--- src/rtl/core/rfr_pkg.sv ---
// Shared types, constants and the CRC16 byte update for the request frame receiver.
// No dependencies; rfr_front, rfr_back and request_frame_receiver refer to this package by scoped names.
package rfr_pkg;

    localparam logic [23:0] SYNC_HEAD       = 24'hDEADBE;
    localparam logic [7:0]  SYNC_TAIL       = 8'hEF;
    localparam logic [15:0] CRC_SEED        = 16'hFFFF;
    localparam logic [15:0] CRC_POLY        = 16'h8408;
    localparam logic [31:0] DEFAULT_MAX_LEN = 32'd2097152;
    localparam logic [2:0]  HDR_LAST        = 3'd4;

    localparam logic [7:0] CMD_A = 8'h01;
    localparam logic [7:0] CMD_B = 8'h02;
    localparam logic [7:0] CMD_C = 8'h03;
    localparam logic [7:0] CMD_D = 8'h04;
    localparam logic [7:0] CMD_E = 8'h07;

    localparam logic [1:0] ST_OK      = 2'd0;
    localparam logic [1:0] ST_BAD     = 2'd1;
    localparam logic [1:0] ST_TOO_BIG = 2'd2;
    localparam logic [1:0] ST_UNKNOWN = 2'd3;

    localparam logic KIND_DATA = 1'b0;
    localparam logic KIND_END  = 1'b1;

    typedef enum logic [2:0] {
        PH_HUNT,
        PH_HEADER,
        PH_PAYLOAD,
        PH_TRL_LO,
        PH_TRL_HI
    } phase_t;

    typedef enum logic [2:0] {
        OP_FOLD_SEED,
        OP_FOLD,
        OP_PAYLOAD,
        OP_TRL_LO,
        OP_TRL_HI,
        OP_TOO_BIG
    } op_t;

    typedef struct packed {
        op_t         op;
        logic [7:0]  data;
        logic [7:0]  cmd;
        logic [31:0] len;
    } work_t;

    typedef struct packed {
        logic        kind;
        logic [7:0]  data;
        logic [7:0]  cmd;
        logic [31:0] len;
        logic [1:0]  status;
        logic        last;
    } result_t;

    function automatic logic [15:0] crc_fold(input logic [15:0] crc, input logic [7:0] b);
        logic [15:0] c;
        c = ~crc ^ {8'h00, b};
        for (int i = 0; i < 8; i++) begin
            c = c[0] ? ((c >> 1) ^ CRC_POLY) : (c >> 1);
        end
        return ~c;
    endfunction

    function automatic logic cmd_known(input logic [7:0] c);
        return (c == CMD_A) || (c == CMD_B) || (c == CMD_C) || (c == CMD_D) || (c == CMD_E);
    endfunction

endpackage

--- src/rtl/core/rfr_fifo.sv ---
// Small show-ahead queue of registered slots, used between front and back and at the output.
// Depends on nothing but its parameters.
module rfr_fifo #(
    parameter int WIDTH = 8,
    parameter int DEPTH = 2
) (
    input  logic             clk,
    input  logic             rst_n,
    input  logic             wr_en,
    input  logic [WIDTH-1:0] wr_data,
    input  logic             rd_en,
    output logic [WIDTH-1:0] rd_data,
    output logic             full,
    output logic             empty
);
    localparam int PTR_W = (DEPTH > 1) ? $clog2(DEPTH) : 1;
    localparam int CNT_W = $clog2(DEPTH + 1);

    logic [WIDTH-1:0] slot_reg [DEPTH];
    logic [PTR_W-1:0] wr_ptr_reg, wr_ptr_next;
    logic [PTR_W-1:0] rd_ptr_reg, rd_ptr_next;
    logic [CNT_W-1:0] count_reg, count_next;
    logic             do_wr, do_rd;

    assign full    = (count_reg == CNT_W'(DEPTH));
    assign empty   = (count_reg == '0);
    assign do_wr   = wr_en && !full;
    assign do_rd   = rd_en && !empty;
    assign rd_data = slot_reg[rd_ptr_reg];

    always_comb
    begin
        wr_ptr_next = wr_ptr_reg;
        rd_ptr_next = rd_ptr_reg;
        count_next  = count_reg;
        if (do_wr)
        begin
            wr_ptr_next = (wr_ptr_reg == PTR_W'(DEPTH - 1)) ? '0 : wr_ptr_reg + 1'b1;
        end
        if (do_rd)
        begin
            rd_ptr_next = (rd_ptr_reg == PTR_W'(DEPTH - 1)) ? '0 : rd_ptr_reg + 1'b1;
        end
        if (do_wr && !do_rd)
        begin
            count_next = count_reg + 1'b1;
        end
        else if (do_rd && !do_wr)
        begin
            count_next = count_reg - 1'b1;
        end
    end

    always_ff @(posedge clk or negedge rst_n)
    begin
        if (!rst_n)
        begin
            wr_ptr_reg <= '0;
            rd_ptr_reg <= '0;
            count_reg  <= '0;
        end
        else
        begin
            wr_ptr_reg <= wr_ptr_next;
            rd_ptr_reg <= rd_ptr_next;
            count_reg  <= count_next;
        end
    end

    always_ff @(posedge clk)
    begin
        if (do_wr)
        begin
            slot_reg[wr_ptr_reg] <= wr_data;
        end
    end

    a_count_bound: assert property (@(posedge clk) disable iff (!rst_n)
        count_reg <= CNT_W'(DEPTH))
        else $error("queue count above depth");

    a_write_fills: assert property (@(posedge clk) disable iff (!rst_n)
        (do_wr && !do_rd) |=> !empty)
        else $error("queue empty after a lone write");

endmodule

--- src/rtl/core/rfr_front.sv ---
// Front end: sync hunt, header parse, length check and byte classification.
// Depends on rfr_pkg; emits one work entry per byte that matters to the back end.
module rfr_front (
    input  logic           clk,
    input  logic           rst_n,
    input  logic           acc,
    input  logic [7:0]     rx_byte,
    input  logic [31:0]    max_len,
    output logic           wk_push,
    output rfr_pkg::work_t wk
);
    rfr_pkg::phase_t phase_reg, phase_next;
    logic [23:0]     win_reg, win_next;
    logic [2:0]      hc_reg, hc_next;
    logic [7:0]      cmd_reg, cmd_next;
    logic [31:0]     len_reg, len_next;
    logic [31:0]     left_reg, left_next;
    logic [7:0]      hdr_cmd;
    logic [31:0]     hdr_len;
    logic [31:0]     left_dec;
    logic            sync_hit;
    logic            hdr_done;
    logic            too_big;

    // header bytes: command first, then length LSB first
    always_comb
    begin
        hdr_cmd = cmd_reg;
        hdr_len = len_reg;
        case (hc_reg)
            3'd0: begin hdr_cmd = rx_byte; hdr_len = '0; end
            3'd1: hdr_len[7:0]   = rx_byte;
            3'd2: hdr_len[15:8]  = rx_byte;
            3'd3: hdr_len[23:16] = rx_byte;
            default: hdr_len[31:24] = rx_byte;
        endcase
    end

    assign sync_hit = (win_reg == rfr_pkg::SYNC_HEAD) && (rx_byte == rfr_pkg::SYNC_TAIL);
    assign hdr_done = (hc_reg == rfr_pkg::HDR_LAST);
    assign too_big  = hdr_len > max_len;
    assign left_dec = left_reg - 32'd1;

    // next phase
    always_comb
    begin
        phase_next = phase_reg;
        if (acc)
        begin
            unique case (phase_reg)
                rfr_pkg::PH_HEADER:
                begin
                    if (hdr_done)
                    begin
                        if (too_big)
                            phase_next = rfr_pkg::PH_HUNT;
                        else if (hdr_len == '0)
                            phase_next = rfr_pkg::PH_TRL_LO;
                        else
                            phase_next = rfr_pkg::PH_PAYLOAD;
                    end
                end
                rfr_pkg::PH_PAYLOAD:
                begin
                    if (left_dec == '0)
                        phase_next = rfr_pkg::PH_TRL_LO;
                end
                rfr_pkg::PH_TRL_LO: phase_next = rfr_pkg::PH_TRL_HI;
                rfr_pkg::PH_TRL_HI: phase_next = rfr_pkg::PH_HUNT;
                default:
                begin
                    phase_next = sync_hit ? rfr_pkg::PH_HEADER : rfr_pkg::PH_HUNT;
                end
            endcase
        end
    end

    // datapath updates and work entry
    always_comb
    begin
        win_next  = win_reg;
        hc_next   = hc_reg;
        cmd_next  = cmd_reg;
        len_next  = len_reg;
        left_next = left_reg;
        wk_push   = 1'b0;
        wk.op     = rfr_pkg::OP_FOLD;
        wk.data   = rx_byte;
        wk.cmd    = cmd_reg;
        wk.len    = len_reg;
        if (acc)
        begin
            unique case (phase_reg)
                rfr_pkg::PH_HEADER:
                begin
                    wk_push  = 1'b1;
                    wk.op    = (hc_reg == '0) ? rfr_pkg::OP_FOLD_SEED : rfr_pkg::OP_FOLD;
                    wk.cmd   = hdr_cmd;
                    wk.len   = hdr_len;
                    cmd_next = hdr_cmd;
                    len_next = hdr_len;
                    hc_next  = hc_reg + 3'd1;
                    if (hdr_done)
                    begin
                        hc_next   = '0;
                        left_next = hdr_len;
                        if (too_big)
                        begin
                            wk.op    = rfr_pkg::OP_TOO_BIG;
                            win_next = '0;
                        end
                    end
                end
                rfr_pkg::PH_PAYLOAD:
                begin
                    wk_push   = 1'b1;
                    wk.op     = rfr_pkg::OP_PAYLOAD;
                    left_next = left_dec;
                end
                rfr_pkg::PH_TRL_LO:
                begin
                    wk_push = 1'b1;
                    wk.op   = rfr_pkg::OP_TRL_LO;
                end
                rfr_pkg::PH_TRL_HI:
                begin
                    wk_push  = 1'b1;
                    wk.op    = rfr_pkg::OP_TRL_HI;
                    win_next = '0;
                end
                default:
                begin
                    if (sync_hit)
                    begin
                        hc_next  = '0;
                        win_next = '0;
                    end
                    else
                    begin
                        win_next = {win_reg[15:0], rx_byte};
                    end
                end
            endcase
        end
    end

    always_ff @(posedge clk or negedge rst_n)
    begin
        if (!rst_n)
        begin
            phase_reg <= rfr_pkg::PH_HUNT;
            win_reg   <= '0;
            hc_reg    <= '0;
            cmd_reg   <= '0;
            len_reg   <= '0;
            left_reg  <= '0;
        end
        else
        begin
            phase_reg <= phase_next;
            win_reg   <= win_next;
            hc_reg    <= hc_next;
            cmd_reg   <= cmd_next;
            len_reg   <= len_next;
            left_reg  <= left_next;
        end
    end

    a_payload_left: assert property (@(posedge clk) disable iff (!rst_n)
        (phase_reg == rfr_pkg::PH_PAYLOAD) |-> (left_reg != '0))
        else $error("payload phase with no bytes left");

    a_header_count: assert property (@(posedge clk) disable iff (!rst_n)
        hc_reg <= rfr_pkg::HDR_LAST)
        else $error("header count out of range");

endmodule

--- src/rtl/core/rfr_back.sv ---
// Back end: CRC16 over header and payload, trailer compare, result formatting.
// Depends on rfr_pkg; drains the work queue and fills the result queue.
module rfr_back (
    input  logic             clk,
    input  logic             rst_n,
    input  logic             wk_valid,
    input  rfr_pkg::work_t   wk,
    output logic             wk_pop,
    input  logic             res_full,
    output logic             res_push,
    output rfr_pkg::result_t res
);
    logic [15:0] crc_reg, crc_next;
    logic [7:0]  trl_lo_reg, trl_lo_next;
    logic [15:0] wire_crc;

    assign wk_pop   = wk_valid && !res_full;
    assign wire_crc = {wk.data, trl_lo_reg};

    always_comb
    begin
        crc_next     = crc_reg;
        trl_lo_next  = trl_lo_reg;
        res_push     = 1'b0;
        res.kind     = rfr_pkg::KIND_END;
        res.data     = '0;
        res.cmd      = wk.cmd;
        res.len      = wk.len;
        res.status   = rfr_pkg::ST_OK;
        res.last     = 1'b1;
        if (wk_pop)
        begin
            unique case (wk.op) inside
                rfr_pkg::OP_FOLD_SEED:
                begin
                    crc_next = rfr_pkg::crc_fold(rfr_pkg::CRC_SEED, wk.data);
                end
                rfr_pkg::OP_FOLD:
                begin
                    crc_next = rfr_pkg::crc_fold(crc_reg, wk.data);
                end
                rfr_pkg::OP_PAYLOAD:
                begin
                    crc_next = rfr_pkg::crc_fold(crc_reg, wk.data);
                    res_push = 1'b1;
                    res.kind = rfr_pkg::KIND_DATA;
                    res.data = wk.data;
                    res.last = 1'b0;
                end
                rfr_pkg::OP_TRL_LO:
                begin
                    trl_lo_next = wk.data;
                end
                rfr_pkg::OP_TRL_HI:
                begin
                    res_push = 1'b1;
                    if (wire_crc != crc_reg)
                        res.status = rfr_pkg::ST_BAD;
                    else if (rfr_pkg::cmd_known(wk.cmd))
                        res.status = rfr_pkg::ST_OK;
                    else
                        res.status = rfr_pkg::ST_UNKNOWN;
                end
                rfr_pkg::OP_TOO_BIG:
                begin
                    res_push   = 1'b1;
                    res.status = rfr_pkg::ST_TOO_BIG;
                end
                default:
                begin
                    res_push = 1'b0;
                end
            endcase
        end
    end

    always_ff @(posedge clk or negedge rst_n)
    begin
        if (!rst_n)
        begin
            crc_reg    <= rfr_pkg::CRC_SEED;
            trl_lo_reg <= '0;
        end
        else
        begin
            crc_reg    <= crc_next;
            trl_lo_reg <= trl_lo_next;
        end
    end

    a_push_needs_room: assert property (@(posedge clk) disable iff (!rst_n)
        res_push |-> (wk_valid && !res_full))
        else $error("result produced without a work transfer");

    a_end_clean: assert property (@(posedge clk) disable iff (!rst_n)
        (res_push && res.kind == rfr_pkg::KIND_END) |-> (res.last && res.data == '0))
        else $error("malformed end-of-frame result");

    a_seed_after_sync: assert property (@(posedge clk) disable iff (!rst_n)
        (wk_pop && wk.op == rfr_pkg::OP_FOLD_SEED)
        |=> (crc_reg == rfr_pkg::crc_fold(rfr_pkg::CRC_SEED, $past(wk.data))))
        else $error("seed fold lost");

endmodule

--- src/rtl/core/request_frame_receiver.sv ---
// Request frame receiver: byte-serial deframer for DE AD BE EF | cmd | len | payload | crc.
// Depends on rfr_pkg, rfr_front, rfr_back and rfr_fifo.
//
// One received byte is taken per transfer on the push/full side, and the block sustains one
// byte per clock cycle while full is low: the front end hunts for the sync word, parses the
// command and the little-endian 32-bit length, checks the length against the limit register and
// classifies each byte; a short work queue (FRONT_DEPTH entries) carries the classified bytes
// to the back end, which runs the byte-wide CRC16 (reflected poly 0x8408, seed 0xFFFF,
// complemented per byte), compares it with the little-endian trailer and writes results into
// the result queue (OUT_DEPTH entries). A payload byte passes through the work queue and then
// the result queue on its way out. Each payload byte yields a result with out_kind 0;
// each frame ends with one result with out_kind 1, last 1 and the frame status: ok, bad_frame
// on CRC mismatch, unknown_cmd for commands other than 1, 2, 3, 4, 7, or too_big right after
// the last length byte when the length exceeds the limit (no payload or trailer is taken then).
// Header, trailer and hunt bytes produce no result. After any frame end the sync word must
// arrive complete again. full rises only when the work queue backs up, which happens when the
// result side is not drained. The limit register is written through cfg_valid/cfg_data at any
// time (cfg_ready is always high) but should change only while no frame is in flight.
module request_frame_receiver #(
    parameter int FRONT_DEPTH = 2,
    parameter int OUT_DEPTH   = 2
) (
    input  logic        clk,
    input  logic        rst_n,
    input  logic        push,
    output logic        full,
    input  logic [7:0]  rx_byte,
    output logic        empty,
    input  logic        pop,
    output logic        out_kind,
    output logic [7:0]  out_byte,
    output logic [7:0]  frame_cmd,
    output logic [31:0] frame_len,
    output logic [1:0]  frame_status,
    output logic        last,
    input  logic        cfg_valid,
    output logic        cfg_ready,
    input  logic [31:0] cfg_data
);
    logic [31:0]      max_len_reg, max_len_next;
    logic             acc;
    logic             wk_push, wk_pop, wk_empty;
    rfr_pkg::work_t   wk_in, wk_out;
    logic             res_push, res_full;
    rfr_pkg::result_t res_in, res_out;

    // limit register: always ready, take the write on transfer
    assign cfg_ready    = 1'b1;
    assign max_len_next = (cfg_valid && cfg_ready) ? cfg_data : max_len_reg;

    always_ff @(posedge clk or negedge rst_n)
    begin
        if (!rst_n)
        begin
            max_len_reg <= rfr_pkg::DEFAULT_MAX_LEN;
        end
        else
        begin
            max_len_reg <= max_len_next;
        end
    end

    assign acc = push && !full;

    rfr_front u_front (
        .clk     (clk),
        .rst_n   (rst_n),
        .acc     (acc),
        .rx_byte (rx_byte),
        .max_len (max_len_reg),
        .wk_push (wk_push),
        .wk      (wk_in)
    );

    // work queue between front and back; its full flag stalls the input side
    rfr_fifo #(
        .WIDTH ($bits(rfr_pkg::work_t)),
        .DEPTH (FRONT_DEPTH)
    ) u_work_q (
        .clk     (clk),
        .rst_n   (rst_n),
        .wr_en   (wk_push),
        .wr_data (wk_in),
        .rd_en   (wk_pop),
        .rd_data (wk_out),
        .full    (full),
        .empty   (wk_empty)
    );

    rfr_back u_back (
        .clk      (clk),
        .rst_n    (rst_n),
        .wk_valid (!wk_empty),
        .wk       (wk_out),
        .wk_pop   (wk_pop),
        .res_full (res_full),
        .res_push (res_push),
        .res      (res_in)
    );

    // result queue: holds finished results until popped
    rfr_fifo #(
        .WIDTH ($bits(rfr_pkg::result_t)),
        .DEPTH (OUT_DEPTH)
    ) u_res_q (
        .clk     (clk),
        .rst_n   (rst_n),
        .wr_en   (res_push),
        .wr_data (res_in),
        .rd_en   (pop),
        .rd_data (res_out),
        .full    (res_full),
        .empty   (empty)
    );

    assign out_kind     = res_out.kind;
    assign out_byte     = res_out.data;
    assign frame_cmd    = res_out.cmd;
    assign frame_len    = res_out.len;
    assign frame_status = res_out.status;
    assign last         = res_out.last;

    a_data_result: assert property (@(posedge clk) disable iff (!rst_n)
        (!empty && out_kind == rfr_pkg::KIND_DATA) |-> (!last && frame_status == rfr_pkg::ST_OK))
        else $error("payload result carries end-of-frame marks");

    a_end_result: assert property (@(posedge clk) disable iff (!rst_n)
        (!empty && out_kind == rfr_pkg::KIND_END) |-> (last && out_byte == '0))
        else $error("end-of-frame result malformed");

    a_full_from_backlog: assert property (@(posedge clk) disable iff (!rst_n)
        full |-> !wk_empty)
        else $error("input stalled with empty work queue");

endmodule

--- config.mk ---
export PLATFORM = sky130hd
export DESIGN_NAME = request_frame_receiver
export DESIGN_NICKNAME = d
export VERILOG_FILES = /design/src/rtl/core/rfr_pkg.sv /design/src/rtl/core/rfr_fifo.sv /design/src/rtl/core/rfr_front.sv /design/src/rtl/core/rfr_back.sv /design/src/rtl/core/request_frame_receiver.sv
export SDC_FILE = /design/constraint.sdc
export NUM_CORES = 1
export LEC_CHECK = 0
export BUFFER_PORTS_ARGS = -buffer_cell sky130_fd_sc_hd__clkbuf_2
export CAP_MARGIN = 20
export CORE_MARGIN = 4
export CORE_UTILIZATION = 45
export DETAILED_ROUTE_END_ITERATION = 8
export PLACE_DENSITY = 0.69
export SLEW_MARGIN = 40
export SYNTH_ARGS = -nofsm -noshare
export SYNTH_HDL_FRONTEND = slang
export SYNTH_SLANG_ARGS = --single-unit
--- constraint.sdc ---
create_clock -name clk -period 4.6 [get_ports clk]
set_input_delay 0.23 -clock clk [delete_from_list [all_inputs] [get_ports clk]]
set_output_delay 0.23 -clock clk [all_outputs]
set_load 0.01 [all_outputs]
# --- Yosys cells after proc, flatten, opt, wreduce, memory -nomap -nowiden ---
# Memory sizes are Yosys's and may differ from the RTL's.
# Cells that the tools add are included.
totals:
  mem_count: 2
  wordCells: 190
  register_bits: 166
  ramBits: 206
  input_bits: 45
memory_table:
  columns: ["memory", "depth", "width", "rd", "rd_clocked_by_memory_dff", "wr", "line_no", "text"]
  rows:
  - ["u_res_q.slot_reg", 2, 52, 1, 0, 1, "rfr_fifo.sv:19", "logic [WIDTH-1:0] slot_reg [DEPTH];"]
  - ["u_work_q.slot_reg", 2, 51, 1, 0, 1, "rfr_fifo.sv:19", null]
classes:
  n_lt_le_gt_ge: 1
  add_sub_neg: 10
  eq_ne: 26
  n_reduce_logical: 47
  mux: 67
  bitwise: 22
op_table:
  columns: ["op", "n"]
  rows:
  - ["16-bit 2-to-1 mux", 16]
  - ["40-bit 2-to-1 mux", 2]
  - ["24-bit 2-to-1 mux", 3]
  - ["24-bit one-hot mux with 3 select lines", 1]
  - ["32-bit zero test", 2]
  - ["32-bit one-hot mux with 2 select lines", 1]
  - ["8-bit one-hot mux with 2 select lines", 4]
  - ["16-bit inverter", 3]
  - ["2-bit inverter with 3-bit output", 15]
  - ["32-bit greater-than comparator", 1]
  - ["32-bit 2-to-1 mux", 1]
  - ["16-bit one-hot mux with 2 select lines", 1]
  - ["32-bit by 1-bit subtractor with 32-bit output (second input constant)", 1]
  - ["3-bit 2-to-1 mux", 9]
  - ["24-bit == test (second input constant)", 1]
  - ["3-bit one-hot mux with 4 select lines", 2]
  - ["3-bit by 2-bit == test with 1-bit output (second input constant)", 6]
  - ["9-bit 2-to-1 mux", 2]
  - ["8-bit by 2-bit == test with 1-bit output (second input constant)", 2]
  - ["8-bit by 3-bit == test with 1-bit output (second input constant)", 2]
  - ["1-bit 2-to-1 mux", 16]
  - ["16-bit != test", 1]
  - ["16-bit by 8-bit bitwise XOR with 16-bit output", 1]
  - ["3-bit == test (second input constant)", 4]
  - ["27 further kinds", 76]

# --- Longest topological paths before layout ---
# Gate-level depths: netlist (run 1).
depth:
  ltp_word: 20
  ltp_mapped: 17
  ltp_nobuf: 14

# --- Cells and area by module ---
# A second synthesis (run 1) with hierarchy kept.
hier_totals:
  hier_cells: 1490
  area_unflattened_um2: 18940.7
modules_own_cells:
  columns: ["module", "cells_each", "area_per_inst_um2", "n_inst", "seq_area_each_um2"]
  rows:
  - ["rfr_front", 813, 7028.0, 1, 2552.4]
  - ["rfr_fifo at u_res_q", 181, 4200.3, 1, 3223.1]
  - ["rfr_fifo at u_work_q", 178, 4129.0, 1, 3163.0]
  - ["rfr_back", 246, 2215.9, 1, 620.6]
  - ["request_frame_receiver", 72, 1367.6, 1, 802.0]

# --- Worst setup path after synthesis (run 1) ---
# No wires, ideal clock.
synth_path:
  kind: "flip-flop to flip-flop"
  startpoint: "register u_work_q.rd_ptr_reg"
  endpoint: "memory u_res_q.slot_reg[1][0] in the netlist's numbering (enable)"
  setup_ns: 0.466
  path_stages_with_launch: 9
  slack_ns: 0.205
  required_time_ns: 4.134
  t_arrival_ns: 3.930
  cell_sequence: "dfrtp_1 buf_2 buf_2 clkbuf_1 nor3b_1 o21ai_1 inv_1 nor2_1 nor2b_1"
synth_via:
  elab_chain_len: 8
  word_cells_on_any_way: 10
  classes_between: "eq/ne: 3; mux: 4; reduce/logical: 2; memory: 1"
synth_lines:
  columns: ["element", "line_no", "text"]
  rows:
  - ["start, declared", "rfr_fifo.sv:21", "logic [PTR_W-1:0] rd_ptr_reg, rd_ptr_next;"]
  - ["start signal, assigned", "rfr_fifo.sv:65", "rd_ptr_reg <= rd_ptr_next;"]
  - ["memory read 2 x 51 bit *", null, null]
  - ["3-bit == test (no line) / 3-bit by 2-bit == test with 1-bit output (equally long branches)", null, null]
  - ["3-bit OR reduction (no line) *", null, null]
  - ["1-bit 2-to-1 mux *", "rfr_back.sv:33", "unique case (wk.op) inside"]
  - ["1-bit 2-to-1 mux *", "rfr_back.sv:31", "if (wk_pop)"]
  - ["1-bit logical AND *", "rfr_fifo.sv:27", "assign do_wr = wr_en && !full;"]
  - ["1-bit 2-to-1 mux *", "rfr_fifo.sv:72", "if (do_wr)"]
  - ["1-bit 2-to-1 mux (not written as such) *", "rfr_fifo.sv:74", "slot_reg[wr_ptr_reg] <= wr_data;"]
  - ["end, declared", "rfr_fifo.sv:19", null]
# Every way passes the cells marked *; elsewhere a longest branch is shown, timed or not.

# --- Worst setup path in the final report (run 1) ---
layout_path:
  startpoint: "register u_front.hc_reg[2]"
  endpoint: "register u_front.win_reg[1]"
layout_via:
  elab_chain_len: 6
  word_cells_on_any_way: 14
  classes_between: "order compare: 1; eq/ne: 6; mux: 4; reduce/logical: 3"
layout_lines:
  columns: ["element", "line_no", "text"]
  rows:
  - ["start, declared", "rfr_front.sv:14", "logic [2:0] hc_reg, hc_next;"]
  - ["start signal, assigned", "rfr_front.sv:162", "hc_reg <= hc_next;"]
  - ["3-bit by 1-bit == test with 1-bit output / 3-bit by 2-bit == test with 1-bit output (equally long branches)", "rfr_front.sv:30", "case (hc_reg)"]
  - ["3-bit OR reduction (no line)", null, null]
  - ["8-bit one-hot mux with 2 select lines *", "rfr_front.sv:30", null]
  - ["via u_front.hdr_len[31]", "rfr_front.sv:19", "logic [31:0] hdr_len;"]
  - ["32-bit greater-than comparator *", "rfr_front.sv:41", "assign too_big = hdr_len > max_len;"]
  - ["2-bit by 1-bit != test with 1-bit output (no line) *", null, null]
  - ["4-bit AND reduction (no line) *", null, null]
  - ["end signal, assigned", "rfr_front.sv:161", "win_reg <= win_next;"]
  - ["end, declared", "rfr_front.sv:13", "logic [23:0] win_reg, win_next;"]
# Mark *: on every way through the listed nets, which the timed path passes. The rest lies on a longest branch.
# A chain may end at the register's enable or synchronous reset.

==> results of run 1 <==
## final cells by class
class                           count  area (µm²)  share of cell area, %
Inverter                           63         236                   1.18
Clock inverter                     18         225                   1.12
Timing Repair Buffer              170        1140                   5.67
Clock buffer                       54        1080                   5.40
Multi-Input combinational cell    954        6440                   32.1
Sequential cell                   370       10300                   51.3
Tap cell                          511         639                   3.19
## per-stage QoR
step           hold WS [ns]  worst slack [ns]  power, mW
4_1_cts               0.117             0.563       15.1
3_3_place_gp          0.354             0.719       11.6
5_1_grt               0.127             0.172       16.0
2_1_floorplan       -0.0656             0.205       9.96
6_report              0.139             0.511       15.0
3_5_place_dp          0.362             0.627       11.8
## kinds of logic after synthesis
kind of cell / synth area share [%]
xor gates and xnor gates: 3.66
DFF: 59.7
muxes: 7.53
adders and majority gates: 2.97
and+or+nand+nor: 11.0
other: 0.0217
buffers and inverters: 3.34
AOI/OAI and AO/OA: 11.8
## repair_timing
action	in CTS	in global routing
hold endpoints to repair	106	0
buffers inserted	0	0
hold buffers	34	0
## worst max-delay path, stage by stage, from the launching register on
cell      delay [ns]
dfrtp_1         0.48
inv_2           0.13
ha_1            0.50
inv_1           0.12
o211a_1         0.22
a22oi_1         0.22
inv_1           0.09
ha_1            0.29
nand4_1         0.16
nor4_1          0.49
nand2_1         0.13
a31oi_1         0.17
o31a_1          0.30
o211ai_1        0.12
buf_4           0.25
a22o_1          0.26
## power breakdown
part,internal [mW],switching [mW]
combinational,2.49,3.61
sequential,4.98,0.752
clock,1.89,1.30
## placed cells by master, fill, tap and decap left out, types with 29 or more instances in the layout
cell / n
clkbuf_16: 41
ha_1: 41
a21oi_1: 72
o21ai_0: 127
buf_4: 36
a22o_1: 42
dlygate4sd3_1: 34
inv_1: 61
dfrtp_1: 147
nand2_1: 186
mux2_2: 107
nor2_1: 74
xor2_1: 29
edfxtp_1: 204
xnor2_1: 43
clkbuf_2: 96
## per-layer routing
metal	vias up	part of all wire, %	wire length (µm)	GRT usage [%]
met5	-	0	0	0
met3	62	6.4	2530	3.91
met2	351	47	18600	30.4
li1	5598	-	-	-
met4	0	2.3	901	5.03
met1	5762	45	17900	27.1
## how the worst max path moves through the flow
| stage | end | cells after the start | from |
|---|---|---|---|
| final | u_front.win_reg[1] | 15 | u_front.hc_reg[2] |
| after global routing | u_front.win_reg[1] | 15 | u_front.hc_reg[2] |
| after CTS | u_front.win_reg[1] | 15 | u_front.hc_reg[2] |
| after detailed placement | u_front.win_reg[1] | 15 | u_front.hc_reg[2] |
| after global placement | u_front.win_reg[9] | 15 | u_front.hc_reg[0] |
| after floorplan | u_res_q.slot_reg[1][0] | 8 | u_work_q.rd_ptr_reg |
==> results.py, run 1 <==
metrics = {
    "status": {
        "status": "completed",
    },
    "clock_tree": {
        "cts.clk_slew.worst_paths_ns": 0.06,
        "cts_tree": "done",
        "clk_latency_ns": 0.56,
        "cts-root-buf": "clkbuf_16",
        "clockBufferDepth": 3,
        "htreeDepth": 2,
        "cts_sinks": 370,
        "cts_inserted_buffers": 40,
        "cts_resized": 0,
    },
    "timing": {
        "fin_crit_sh_pct": 88.9,
        "finalMaxSlewViolations": 0,
        "fin_tns_setup_ns": 0,
        "worst_slew_pin_slew_ns": 0.815,
        "max_freq_mhz": 245,
        "rsz0062_at_grt": "false",
        "period_minus_slack_ns": 4.09,
        "final-setup-viol-count": 0,
        "hold_violations": 0,
        "fin_skew_ns": 0.0228,
        "max_slew_margin_pct": 44.1,
    },
    "final_layout": {
        "n_antenna_cell": 0,
        "nets": 1685,
        "drive_above_1_share_pct": 21.1,
        "fillers": 3152,
        "area_growth_pct": 16.3,
        "final_util_pct": 53.2,
        "stdcell_count": 2140,
        "stdcell_area_mm2": 0.0201,
    },
    "floorplanning": {
        "floorplan.initialDensity_pct": 45.7,
        "die_w_um": 204,
        "core_mm2": 0.0378,
        "io-pin-count": 100,
        "num_rows": 71,
        "die_area_mm2": 0.0415,
        "chipHeight_um": 204,
    },
    "critical_path": {
        "worstPathMaxFanout": 24,
        "cp-start-kind": "register",
        "required_ns": 5.02,
        "r2r-end": "u_front.win_reg[1]",
        "crit_path_end_kind": "register",
        "rrSetupSlack_ns": 0.51,
        "reg2reg_depth": 15,
        "r2r_start": "u_front.hc_reg[2]",
        "critical_path_class": "register to register",
        "cp_data_arrival_time_ns": 4.51,
    },
    "detailed_routing": {
        "vias": 11800,
        "dr.pass1.iters": 5,
        "drc_errors": 0,
        "wl_per_cell_um": 18.6,
        "drt_wl_total_um": 39900,
        "vias_per_cell": 5.50,
        "postRouteAntennaNets": 0,
        "drt_iter0_drc": 1310,
    },
    "grt": {
        "grt_first_pass_wirelength_um": 62900,
        "grt_max_degree": 80,
        "grt_use_total_pct": 19.1,
        "first_global_vias": 11400,
        "gr-total-overflow": 0,
        "antenna_found_initial": 0,
    },
    "power_and_ir_drop": {
        "p_leak_nw": 8.10,
        "powerDensity_mw_per_mm2": 749,
        "ir_drop_v": 0.000275,
    },
    "min_path": {
        "min_path_cells": 1,
        "whs_endpoint": "u_work_q.slot_reg[1][44]",
        "min_from": "rx_byte[4]",
        "hp-class": "primary input to register",
    },
    "yosys": {
        "synth_edf_count": 204,
        "avgSynthCellArea_um2": 11.8,
        "yosys_warnings": 0,
        "ys_seq_area_share_pct": 59.7,
        "synth_top_area_share_pct": 35.5,
        "syn_inst": 1468,
        "yosysTopAreaCell": "edfxtp_1",
        "async_flop_share_pct": 44.9,
        "synth.area.top_cells": "edfxtp_1 (36%), dfrtp_1 (22%), mux2_2 (7.0%)",
        "ys.flop_type": "edfxtp_1",
        "yosysMostFrequentCell": "edfxtp_1",
        "syn_nets": 1554,
        "synth_cell_types": 74,
        "yosys-top-cells-count": "edfxtp_1 (204), nand2_1 (186), dfrtp_1 (149), o21ai_0 (127), mux2_2 (107)",
        "yosys_register_bits": 370,
        "syn-cell-area_mm2": 0.0173,
    },
    "place": {
        "placed_cell_area_mm2": 0.0184,
        "portBuffers": 98,
        "dp_cells": 2034,
        "gp_congestion": 0.947,
        "hpwl_um": 27500,
    },
    "job": {
        "drv_cap": 0,
    },
}
Note: power is estimated with default switching activity, not from simulation.
==> run 2: changes to the inputs <==
SYNTH_HIERARCHICAL = 1   (was unset)
==> run 2 against run 1 <==
  * First-iteration DRC count down 24%
  * Critical path type unchanged
  * Worst setup slack worse by 0.14 ns
  * Non-clock buffer count down 5
  * Register-to-register slack worse by 0.14 ns
  * Clock power down 8.8%
  * Utilization down 2.2 points
  * Largest power group is now sequential cells
  * Count of clock-buffer cells in the layout up 3
  * Cell count down 0.98%
  * Via count up 0.93%
  * Synthesized cell count up 1.5%
==> results.py, run 2 <==
metrics = {
    "clock_tree": {
        "cts_inserted_buffers": 39,
        "cts_tree": "done",
        "cts-root-buf": "clkbuf_16",
        "htreeDepth": 2,
        "cts.clk_slew.worst_paths_ns": 0.06,
        "clk_latency_ns": 0.54,
        "post-cts-setup-buffers": 0,
        "clockBufferDepth": 3,
        "cts_sinks": 372,
    },
    "critical_path": {
        "cp_data_arrival_time_ns": 4.64,
        "required_ns": 5.01,
        "cp_top_family": "simple AND/OR/NAND/NOR gates",
        "r2r-end": "u_front/win_reg[15]",
        "cp-start-kind": "register",
        "crit_path_end_kind": "register",
        "rrSetupSlack_ns": 0.38,
        "cpMaxStageDelayCell": "or3b_2",
        "reg2reg_depth": 13,
        "slowest_delay_ns": 0.72,
        "critical_path_class": "register to register",
        "crit_buf_inv": 1,
        "r2r_start": "u_front/hc_reg[1]",
        "path_cells": "inv_1 -> ha_1 -> or3_1 -> a21oi_4 -> a22o_1 -> ha_1 -> nand4_1 -> nor4_2 -> nand2b_1 -> a31oi_1 -> nor3_1 -> or3b_2 -> a22o_1",
        "worstPathMaxFanout": 24,
    },
    "place": {
        "portBuffers": 98,
        "placed_cell_area_mm2": 0.0195,
        "hpwl_um": 30100,
        "place_ws_ns": 0.0464,
        "gp_congestion": 0.941,
    },
    "timing": {
        "finalMaxSlewViolations": 0,
        "fin_skew_ns": 0.0177,
        "fin_crit_sh_pct": 91.8,
        "final-setup-viol-count": 0,
        "period_minus_slack_ns": 4.22,
        "setup_slack_ns": 0.375,
        "fin_tns_setup_ns": 0,
        "rsz0062_at_grt": "false",
        "worst_slew_pin_slew_ns": 0.850,
        "max_slew_margin_pct": 43.2,
        "max_freq_mhz": 237,
        "hold_violations": 0,
    },
    "yosys": {
        "yosys-top-cells-count": "edfxtp_1 (206), dfrtp_1 (149), mux2_4 (128), a21oi_1 (90), nand2_1 (77)",
        "syn_inst": 1490,
        "yosysMostFrequentCell": "edfxtp_1",
        "synth_cell_types": 82,
        "yosys_register_bits": 372,
        "synth_edf_count": 206,
        "yosysTopAreaCell": "edfxtp_1",
        "synth.area.top_cells": "edfxtp_1 (33%), dfrtp_1 (20%), mux2_4 (10%)",
        "synth_top_area_share_pct": 32.7,
        "async_flop_share_pct": 44.6,
        "avgSynthCellArea_um2": 12.7,
        "syn-cell-area_mm2": 0.0189,
        "syn_nets": 1576,
        "ys_seq_area_share_pct": 54.7,
        "yosys_warnings": 6,
        "ys.flop_type": "edfxtp_1",
    },
    "grt": {
        "antenna_found_initial": 1,
        "grt_first_pass_wirelength_um": 66700,
        "first_global_vias": 11500,
        "grt_max_degree": 92,
        "grt_use_total_pct": 18.8,
        "gr-total-overflow": 0,
    },
    "final_layout": {
        "stdcell_area_mm2": 0.0210,
        "drive_above_1_share_pct": 26.3,
        "nets": 1643,
        "final_common_cell": "edfxtp_1",
        "area_growth_pct": 10.9,
        "n_antenna_cell": 0,
        "mostFrequentLayoutCells": "edfxtp_1 (206), dfrtp_1 (147), mux2_4 (128), clkbuf_2 (96), a21oi_1 (89)",
        "largest_reg_flops": 104,
    },
    "detailed_routing": {
        "dr.pass1.iters": 6,
        "vias_per_cell": 5.61,
        "drc_errors": 0,
        "drt_iter0_drc": 993,
        "vias": 11900,
        "drt_wl_total_um": 43000,
        "wl_per_cell_um": 20.3,
        "postRouteAntennaNets": 0,
    },
    "floorplanning": {
        "io-pin-count": 100,
        "num_rows": 74,
        "die_w_um": 213,
        "core_mm2": 0.0412,
        "die_area_mm2": 0.0454,
        "floorplan.initialDensity_pct": 46.0,
        "chipHeight_um": 213,
    },
    "power_and_ir_drop": {
        "powerDensity_mw_per_mm2": 512,
        "ir_drop_v": 0.000416,
        "p_leak_nw": 8.79,
    },
    "status": {
        "status": "completed",
    },
    "min_path": {
        "hp-class": "primary input to register",
        "min_path_cells": 1,
        "min_from": "rx_byte[4]",
        "whs_endpoint": "u_work_q/slot_reg[0][44]",
    },
    "job": {
        "drv_cap": 0,
    },
}
==> run 2: cell types whose count changed after synthesis, moves of 7 or more <==
cell	change
buf_12	+13
inv_1	+9
nand4_1	+7
nand2_1	-109
mux2_4	+128
mux2_2	-52
nor2_1	-15
buf_4	+48
xor2_1	-11
a21oi_1	+18
o21ai_0	-58
nand2b_1	+7
nor3_1	+13
==> run 2: power by group <==
part | internal, mW | total [mW] | switching (mW)
Combinational | 1.61 | 3.18 | 1.56
Sequential | 4.23 | 4.66 | 0.434
Clock | 1.65 | 2.92 | 1.27
Total | 7.48 | 10.8 | 3.27
==> run 2: area by class of cell <==
type | instances | area, µm²
fillers | 3506 | 20200
flip-flops and latches | 372 | 10400
multi-input cells | 909 | 7400
repair buffers | 165 | 1140
clock buffers | 57 | 1080
well taps | 532 | 666
inverters | 70 | 263
clock inverters | 14 | 90.1
==> run 2: worst max-delay path by stage <==
| stage | startpoint | end | slack (ns) | depth (start not counted) |
|---|---|---|---|---|
| floorplan | u_work_q/rd_ptr_reg | u_res_q/slot_reg[0][0] | 0.46 | 11 |
| global placement | u_front/hc_reg[1] | u_front/win_reg[19] | 0.18 | 14 |
| detailed placement | u_front/hc_reg[1] | u_front/win_reg[15] | 0.05 | 14 |
| CTS | u_front/hc_reg[1] | u_front/win_reg[15] | 0.25 | 13 |
| global route | u_front/hc_reg[1] | u_front/win_reg[8] | 0.04 | 13 |
| finish | u_front/hc_reg[1] | u_front/win_reg[15] | 0.38 | 13 |
==> run 2: what timing repair did <==
item | in CTS | in global routing
endpoints found under the setup margin | 1 | 24
pin swaps | 0 | 0
resized for setup | 1 | 3
endpoints found under the hold margin | 106 | 0
hold buffers | 34 | 0
==> run 2: stage by stage <==
stage / std cells / total power [mW] / hold slack (ns) / util (%)
after floorplan: 1490 / 7.38 / -0.0656 / -
after global placement: 2012 / 7.79 / 0.373 / 47.1
after detailed placement: 2014 / 7.89 / 0.318 / 47.2
after CTS: 2119 / 10.9 / 0.127 / 50.9
after global routing: 2119 / 11.3 / 0.138 / 51.0
final: 2119 / 10.8 / 0.141 / 51.0
==> run 2: cells by family (layout without fill, tap and decap cells) <==
logic type / Yosys count / count (layout) / synth area share, %
and+or+nand+nor: 325 / 325 / 9.18
muxes: 185 / 185 / 13.5
buffers and inverters: 209 / 306 / 6.58
DFF: 372 / 372 / 54.7
adders and majority gates: 42 / 42 / 2.76
xor gates and xnor gates: 66 / 66 / 3.29
AOI/OAI and AO/OA: 290 / 290 / 9.95
other: 1 / 1 / 0.0198
==> run 2: worst reg2reg max path, cell delays in order (launching register included) <==
cell	delay (ns)
dfrtp_1	0.45
inv_1	0.12
ha_1	0.30
or3_1	0.46
a21oi_4	0.32
a22o_1	0.27
ha_1	0.18
nand4_1	0.17
nor4_2	0.39
nand2b_1	0.10
a31oi_1	0.23
nor3_1	0.12
or3b_2	0.72
a22o_1	0.29
==> run 2: routing by layer <==
| metal | track usage (%) | vias to the layer above | routed length [µm] |
|---|---|---|---|
| met4 | 5.56 | 0 | 1280 |
| li1 | - | 5547 | - |
| met3 | 3.39 | 71 | 2750 |
| met2 | 28.5 | 363 | 19100 |
| met5 | 0 | - | 0 |
| met1 | 27.8 | 5902 | 19900 |
